==> src/rtl/core/i2cmrs_pkg.sv <==
`timescale 1ns / 1ps

package i2cmrs_pkg;

    // Depth of the receive buffer; a longer read length is cut to this.
    localparam int BUFFER_DEPTH = 16;

    // Largest read length the five-bit register can express.
    localparam int READ_LENGTH_MAX = 31;
    localparam logic [4:0] LEN_CAP =
        5'((BUFFER_DEPTH > READ_LENGTH_MAX) ? READ_LENGTH_MAX : BUFFER_DEPTH);

    // Configuration register indexes.
    localparam logic [7:0] REG_TARGET_ADDR   = 8'd0;
    localparam logic [7:0] REG_READ_LENGTH   = 8'd1;
    localparam logic [7:0] REG_RETRY_LIMIT   = 8'd2;
    localparam logic [7:0] REG_TIMEOUT_LIMIT = 8'd3;

    // Register reset values.
    localparam logic [6:0]  RST_TARGET_ADDR   = 7'd0;
    localparam logic [4:0]  RST_READ_LENGTH   = 5'd2;
    localparam logic [2:0]  RST_RETRY_LIMIT   = 3'd5;
    localparam logic [15:0] RST_TIMEOUT_LIMIT = 16'd10000;

    // Input item modes.
    localparam logic MODE_POLL  = 1'b0;
    localparam logic MODE_START = 1'b1;

    // Finish status codes.
    localparam logic [1:0] FINISH_NONE = 2'd0;
    localparam logic [1:0] FINISH_OK   = 2'd1;
    localparam logic [1:0] FINISH_FAIL = 2'd2;

    // Sequencer phase codes.
    localparam logic [3:0] PH_START  = 4'd0;
    localparam logic [3:0] PH_ADDR   = 4'd1;
    localparam logic [3:0] PH_ACKW   = 4'd2;
    localparam logic [3:0] PH_RXEN   = 4'd3;
    localparam logic [3:0] PH_RXMID  = 4'd4;
    localparam logic [3:0] PH_RXNEXT = 4'd5;
    localparam logic [3:0] PH_RXLAST = 4'd6;
    localparam logic [3:0] PH_RSTOP  = 4'd7;
    localparam logic [3:0] PH_RWAIT  = 4'd8;
    localparam logic [3:0] PH_ESTOP  = 4'd9;
    localparam logic [3:0] PH_EWAIT  = 4'd10;
    localparam logic [3:0] PH_NSTOP  = 4'd11;
    localparam logic [3:0] PH_NWAIT  = 4'd12;
    localparam logic [3:0] PH_IDLE   = 4'd15;

    typedef struct packed {
        logic       mode;
        logic       bus_event;
        logic       ack_status;
        logic [7:0] rx_data;
    } in_item_t;

    typedef struct packed {
        logic       start_cond;
        logic       addr_valid;
        logic [7:0] addr_byte;
        logic       recv_enable;
        logic       ack_enable;
        logic       ack_level;
        logic       stop_cond;
        logic       rx_valid;
        logic [3:0] rx_index;
        logic [7:0] rx_byte;
        logic [1:0] finish_status;
        logic       nack_seen;
    } out_item_t;

    typedef struct packed {
        logic [6:0]  target_addr;
        logic [4:0]  read_length;
        logic [2:0]  retry_limit;
        logic [15:0] timeout_limit;
    } cfg_regs_t;

    typedef struct packed {
        logic [3:0]  phase;
        logic [2:0]  retry_count;
        logic [4:0]  byte_index;
        logic [15:0] elapsed_polls;
        logic        nack_flag;
    } seq_state_t;

endpackage

==> src/rtl/core/i2cmrs_step.sv <==
`timescale 1ns / 1ps

module i2cmrs_step
    import i2cmrs_pkg::*;
(
    input  seq_state_t cur,
    input  cfg_regs_t  cfg,
    input  in_item_t   item,
    output seq_state_t nxt,
    output out_item_t  res
);

    logic        done;
    logic [15:0] elapsed_inc;
    logic [4:0]  len;
    logic [5:0]  byte_inc;

    // Effective read length, saturated to the buffer depth.
    assign len = (cfg.read_length > LEN_CAP) ? LEN_CAP : cfg.read_length;
    assign byte_inc = {1'b0, cur.byte_index} + 6'd1;
    // Cannot wrap: a poll is only counted while below the limit.
    assign elapsed_inc = cur.elapsed_polls + 16'd1;

    // One sequencer step per transfer.
    always_comb begin
        nxt  = cur;
        res  = '0;
        done = 1'b0;
        if (item.mode == MODE_START) begin
            // A start request only arms the sequencer when it is idle.
            if (cur.phase == PH_IDLE) begin
                nxt.phase         = PH_START;
                nxt.retry_count   = 3'd0;
                nxt.byte_index    = 5'd0;
                nxt.elapsed_polls = 16'd0;
            end
        end else if (cur.phase != PH_IDLE) begin
            if (cur.elapsed_polls >= cfg.timeout_limit) begin
                // Poll budget already spent: fail without a stop condition.
                res.finish_status = FINISH_FAIL;
                nxt.phase         = PH_IDLE;
            end else begin
                nxt.elapsed_polls = elapsed_inc;
                unique case (cur.phase)
                    PH_START: begin
                        res.start_cond = 1'b1;
                        nxt.phase      = PH_ADDR;
                    end
                    PH_ADDR: begin
                        if (item.bus_event) begin
                            res.addr_valid = 1'b1;
                            res.addr_byte  = {cfg.target_addr, 1'b1};
                            nxt.phase      = PH_ACKW;
                        end
                    end
                    PH_ACKW: begin
                        if (item.bus_event) begin
                            if (item.ack_status) begin
                                nxt.nack_flag = 1'b1;
                                nxt.phase = (cur.retry_count < cfg.retry_limit) ?
                                            PH_RSTOP : PH_ESTOP;
                            end else begin
                                nxt.nack_flag   = 1'b0;
                                nxt.retry_count = 3'd0;
                                nxt.phase       = PH_RXEN;
                            end
                        end
                    end
                    PH_RXEN: begin
                        res.recv_enable = 1'b1;
                        nxt.phase       = PH_RXMID;
                    end
                    PH_RXMID: begin
                        if (item.bus_event) begin
                            res.rx_valid   = 1'b1;
                            res.rx_index   = cur.byte_index[3:0];
                            res.rx_byte    = item.rx_data;
                            res.ack_enable = 1'b1;
                            nxt.byte_index = byte_inc[4:0];
                            nxt.phase      = PH_RXNEXT;
                        end
                    end
                    PH_RXNEXT: begin
                        if (item.bus_event) begin
                            res.recv_enable = 1'b1;
                            nxt.phase = (byte_inc < {1'b0, len}) ? PH_RXMID : PH_RXLAST;
                        end
                    end
                    PH_RXLAST: begin
                        // The last byte is answered with a NACK.
                        if (item.bus_event) begin
                            res.rx_valid   = 1'b1;
                            res.rx_index   = cur.byte_index[3:0];
                            res.rx_byte    = item.rx_data;
                            res.ack_enable = 1'b1;
                            res.ack_level  = 1'b1;
                            nxt.phase      = PH_NSTOP;
                        end
                    end
                    PH_RSTOP: begin
                        res.stop_cond = 1'b1;
                        nxt.phase     = PH_RWAIT;
                    end
                    PH_RWAIT: begin
                        if (item.bus_event) begin
                            nxt.retry_count = cur.retry_count + 3'd1;
                            nxt.phase       = PH_START;
                        end
                    end
                    PH_ESTOP: begin
                        res.stop_cond = 1'b1;
                        nxt.phase     = PH_EWAIT;
                    end
                    PH_EWAIT: begin
                        if (item.bus_event) begin
                            res.finish_status = FINISH_FAIL;
                            done              = 1'b1;
                        end
                    end
                    PH_NSTOP: begin
                        if (item.bus_event) begin
                            res.stop_cond = 1'b1;
                            nxt.phase     = PH_NWAIT;
                        end
                    end
                    PH_NWAIT: begin
                        if (item.bus_event) begin
                            res.finish_status = FINISH_OK;
                            done              = 1'b1;
                        end
                    end
                    default: begin
                        done = 1'b1;
                    end
                endcase
                // The poll that uses up the budget also ends the transaction.
                if (done) begin
                    nxt.phase = PH_IDLE;
                end else if (elapsed_inc >= cfg.timeout_limit) begin
                    res.finish_status = FINISH_FAIL;
                    nxt.phase         = PH_IDLE;
                end
            end
        end
        res.nack_seen = nxt.nack_flag;
    end

endmodule

==> src/rtl/core/i2c_master_read_sequencer.sv <==
`timescale 1ns / 1ps

// I2C master read sequencer.
// The s_ channel carries one transfer per step: a start request (mode 1) arms
// a read while the sequencer is idle, and a poll (mode 0) carries the bus
// controller's completion flag, the address acknowledge and the received byte.
// Every accepted input transfer produces exactly one result transfer on the
// m_ channel with the bus requests for that step, any delivered byte with its
// index, the finish status and the last address NACK flag.
// The cfg_ channel writes the target address, read length, retry limit and
// timeout limit by index; it is always ready and should be used while idle.
// The result is registered and appears in the cycle after its input transfer.
// The step logic sits between the state register and the result register, so a
// new input transfer is taken every cycle as long as the result register is empty
// or being emptied in the same cycle. When the receiver stalls, the result is
// held and s_ready drops until it is taken.
// Reset (aresetn low, synchronous) returns the sequencer to idle, clears its
// counters and NACK flag, loads the register defaults and empties the result
// register.
module i2c_master_read_sequencer
    import i2cmrs_pkg::*;
(
    input  logic       aclk,
    input  logic       aresetn,
    input  logic       s_valid,
    output logic       s_ready,
    input  in_item_t   s_data,
    output logic       m_valid,
    input  logic       m_ready,
    output out_item_t  m_data,
    input  logic       cfg_valid,
    output logic       cfg_ready,
    input  logic [7:0] cfg_index,
    input  logic [15:0] cfg_data
);

    cfg_regs_t  cfg_reg;
    seq_state_t state_reg;
    seq_state_t state_next;
    out_item_t  result_next;
    out_item_t  m_data_reg;
    logic       m_valid_reg;
    logic       in_xfer;

    assign cfg_ready = 1'b1;
    assign s_ready   = !m_valid_reg || m_ready;
    assign in_xfer   = s_valid && s_ready;
    assign m_valid   = m_valid_reg;
    assign m_data    = m_data_reg;

    // Configuration registers; writes to unknown indexes are dropped.
    always_ff @(posedge aclk) begin
        if (!aresetn) begin
            cfg_reg.target_addr   <= RST_TARGET_ADDR;
            cfg_reg.read_length   <= RST_READ_LENGTH;
            cfg_reg.retry_limit   <= RST_RETRY_LIMIT;
            cfg_reg.timeout_limit <= RST_TIMEOUT_LIMIT;
        end else if (cfg_valid) begin
            unique case (cfg_index)
                REG_TARGET_ADDR:   cfg_reg.target_addr   <= cfg_data[6:0];
                REG_READ_LENGTH:   cfg_reg.read_length   <= cfg_data[4:0];
                REG_RETRY_LIMIT:   cfg_reg.retry_limit   <= cfg_data[2:0];
                REG_TIMEOUT_LIMIT: cfg_reg.timeout_limit <= cfg_data;
                default: ;
            endcase
        end
    end

    i2cmrs_step u_step (
        .cur  (state_reg),
        .cfg  (cfg_reg),
        .item (s_data),
        .nxt  (state_next),
        .res  (result_next)
    );

    // Sequencer state advances on every input transfer.
    always_ff @(posedge aclk) begin
        if (!aresetn) begin
            state_reg.phase         <= PH_IDLE;
            state_reg.retry_count   <= 3'd0;
            state_reg.byte_index    <= 5'd0;
            state_reg.elapsed_polls <= 16'd0;
            state_reg.nack_flag     <= 1'b0;
        end else if (in_xfer) begin
            state_reg <= state_next;
        end
    end

    // Result register.
    always_ff @(posedge aclk) begin
        if (!aresetn) begin
            m_valid_reg <= 1'b0;
        end else if (in_xfer) begin
            m_valid_reg <= 1'b1;
        end else if (m_ready) begin
            m_valid_reg <= 1'b0;
        end
    end

    always_ff @(posedge aclk) begin
        if (in_xfer) begin
            m_data_reg <= result_next;
        end
    end

    // Every input transfer leaves a result in the output register.
    assert property (@(posedge aclk) disable iff (!aresetn)
        in_xfer |=> m_valid_reg)
        else $error("result register empty after an input transfer");

    // A delivered byte is always paired with an acknowledge request.
    assert property (@(posedge aclk) disable iff (!aresetn)
        (m_valid_reg && m_data_reg.rx_valid) |-> m_data_reg.ack_enable)
        else $error("received byte delivered without acknowledge request");

    // The address byte always carries the read bit.
    assert property (@(posedge aclk) disable iff (!aresetn)
        (m_valid_reg && m_data_reg.addr_valid) |-> m_data_reg.addr_byte[0])
        else $error("address byte without read bit");

    // A finished transaction leaves the sequencer idle.
    assert property (@(posedge aclk) disable iff (!aresetn)
        (in_xfer && (result_next.finish_status != FINISH_NONE))
            |=> (state_reg.phase == PH_IDLE))
        else $error("sequencer busy after finishing");

endmodule

==> config.mk <==
export PLATFORM = sky130hd
export DESIGN_NAME = i2c_master_read_sequencer
export DESIGN_NICKNAME = d
export VERILOG_FILES = /design/src/rtl/core/i2cmrs_pkg.sv /design/src/rtl/core/i2cmrs_step.sv /design/src/rtl/core/i2c_master_read_sequencer.sv
export SDC_FILE = /design/constraint.sdc
export NUM_CORES = 1
export LEC_CHECK = 0
export BUFFER_PORTS_ARGS = -buffer_cell sky130_fd_sc_hd__buf_2
export CELL_PAD_IN_SITES_DETAIL_PLACEMENT = 0
export CELL_PAD_IN_SITES_GLOBAL_PLACEMENT = 1
export CORE_MARGIN = 3
export CORE_UTILIZATION = 44
export DETAILED_ROUTE_END_ITERATION = 8
export PLACE_DENSITY_LB_ADDON = 0.1
export SETUP_SLACK_MARGIN = 0.5
export SYNTH_ARGS = -nofsm -noshare
export SYNTH_HDL_FRONTEND = slang
export SYNTH_SLANG_ARGS = --single-unit
export TNS_END_PERCENT = 10
==> constraint.sdc <==
create_clock -name aclk -period 3.8 [get_ports aclk]
set_input_delay 0.57 -clock aclk [delete_from_list [all_inputs] [get_ports aclk]]
set_output_delay 0.57 -clock aclk [all_outputs]
set_load 0.1 [all_outputs]
==> run metrics <==
status finished, final reports clean; DP Worst Slack 95.6 ps; slew margin rel. 26.0%; Root Buffer clkbuf_16; Die W roughly 110 um; Crit Path Max Fanout 8; P per Cell Area 458 nW/um2; WP data arrival roughly 3400 ps; clock group share of total power 32.1%; Post-synth ARST share 0%; largest cells by area after synthesis dfxtp_1 (24%), edfxtp_1 (17%), ha_1 (11%), mux2i_1 (6.2%), nand2_1 (3.4%); CTS tree built; number of unique standard cell types used by synthesis 65; Seq/Total Area, Yosys 41.2%; synth warn 0; initial antenna violation count 0; post-synthesis cell count 520; EDFF count, synth 28; post-DP HPWL between 8000 and 9000 um; DRT Pass-1 Iters 4; Hold WC Path Type in -> reg; Sw Ratio 35.5%; core area approximately 11000 um2; # clock sinks between 80 and 90; die area between 10000 and 15000 um2; P_int 0.00173 W; final setup fails 0; setup_tns 0 ps; Synth area leader dfxtp_1; final hold vios 0; Max IR drop VDD 0.000394 V; Tmin final 3160 ps; Seq cells post-synth 89; commonest non-fill, non-tap cell in the layout buf_2; Top Ports 73; Mapped Area 5010 um2; max FFs per register 31; leak pwr 2.67 nW; GP Congestion 0.862; worst slew pin tran ~1100 ps; nets@finish 674; clock slew at reported path FFs about 60 ps; fraction of layout cells with a size suffix above 1 21.2%; CTS buffer count 9; syn nets about 600; initial cell density of the core 45.6%; Final Slew Violations 0; Setup CP Type reg -> reg; Worst Skew around 11 ps; Layout area overhead 17.3%; worst-skew pair later-pin latency 350 ps; vias in the first global route just under 4k; power share of the combinational group 29.3%; gr ovfl total 0; Final period util a little over 80%; utilization after layout roughly 53%; DR vias/cell approximately 5.4; critical path required time 4010 ps; PortBufs 71; crit end category flop; area fraction of the dominant cell type after synthesis between 20% and 30%; DR iter-0 viols 176; Critical Path Source Type flop; gr usage total 19.4%; cts hold-fix bufs 0; RSZ-0062 raised after global routing yes; Max-Cap Viols 0; Routed WL 11800 um; WL per Instance 16.1 um; setup ws final ~640 ps; DR vias 4004; Fmax achieved approximately 0.32 GHz; Site Rows 38; most frequent cells in the layout buf_2 (71), dfxtp_1 (58), nand2_1 (45), ha_1 (43), nor2_1 (40); Residual DRC 0; first-pass GRT wire length approximately 20000 um; H-tree depth 3; n_diodes 0; Sw Pwr 0.000953 W; Synth Flop Type dfxtp_1; Syn Area/Cell a little under 10 um2; final hold slack 430 ps; Clock Path Buffers 2; Seq pwr share 38.6%; pin count of the biggest net entering global routing 30; Die Y 113 um; antenna viol nets, final 0
[cells by family (layout without fill, tap and decap cells)]
| group | Yosys count | after routing | synth area share [%] |
|---|---|---|---|
| buf+inv | 57 | 132 | 5.00 |
| fa+ha+maj | 44 | 44 | 11.0 |
| mux | 32 | 32 | 6.42 |
| flops | 89 | 89 | 41.2 |
| other cells | 1 | 1 | 0.0749 |
| simple gates | 190 | 190 | 20.0 |
| xor+xnor | 17 | 17 | 2.97 |
| compound gates | 90 | 90 | 13.3 |
[repair_timing]
action                     4_1_cts  5_1_grt
setup endpoints to repair        5        5
setup buffers                    2        2
pin swaps                        2        7
resized for setup                7       13
[metal layers]
layer  GRT usage (%)  vias to the layer above  routed length (um)
li1                -                     2015                   -
met1            24.5                     1887                5310
met2            33.1                       85                5820
met3            2.75                       17                 449
met4            8.25                        0                 241
met5               0                        -                   0
[through the flow]
step | cells | instance area (um2) | power (W)
2_1_floorplan | 520 | 5010 | 0.00162
3_3_place_gp | 715 | 5480 | 0.00181
3_5_place_dp | 715 | 5480 | 0.00182
4_1_cts | 733 | 5800 | 0.00269
5_1_grt | 735 | 5870 | 0.00281
6_report | 735 | 5870 | 0.00269
[power by group through the flow]
stage	logic (W)	registers, W	clock network (W)
after floorplan	0.000437	0.00119	0
after global placement	0.000752	0.00106	0
after detailed placement	0.000765	0.00106	0
after CTS	0.000774	0.00104	0.000883
after global routing	0.000852	0.00104	0.000911
final	0.000787	0.00104	0.000861
[worst paths after layout]
path	from	endpoint	slack, ps	depth (start not counted)
hold reg to reg	state_reg[0]	state_reg[0]	470	2
setup reg to reg	state_reg[2]	state_reg[25]	640	15
setup / recovery	state_reg[2]	state_reg[25]	640	15
hold / removal	cfg_data[8]	cfg_reg[8]	430	3
[cell type report]
type | instances | area [um2]
Multi-Input combinational cell | 374 | 2770
Clock buffer | 13 | 262
Sequential cell | 89 | 2070
Timing Repair Buffer | 85 | 460
Inverter | 31 | 116
Fill cell | 1012 | 5110
Clock inverter | 3 | 22.5
Tap cell | 140 | 175
[synth_stat cells, types with 9 or more instances]
cell      number
and2_1        22
nor3_1        10
nand3_1       17
dfxtp_1       61
mux2i_1       31
xnor2_1        9
edfxtp_1      28
a32o_1         9
clkbuf_1      14
nand2_1       45
inv_1         31
a21oi_1       15
o21ai_0       13
ha_1          44
nor2_1        42
[critical path: stages, from the launching register on]
cell     delay (ps)
dfxtp_4         380
ha_4            160
nand3_2         120
nor2_2          130
and3_4          230
nand3_1         130
xnor2_2         180
ha_1            280
and3_1          190
a31oi_1         120
a21oi_2         160
a21oi_2          90
buf_4           160
a311o_4         440
nor3_1          200
a31oi_1          60
No activity file was read; power rests on OpenSTA's default activity.
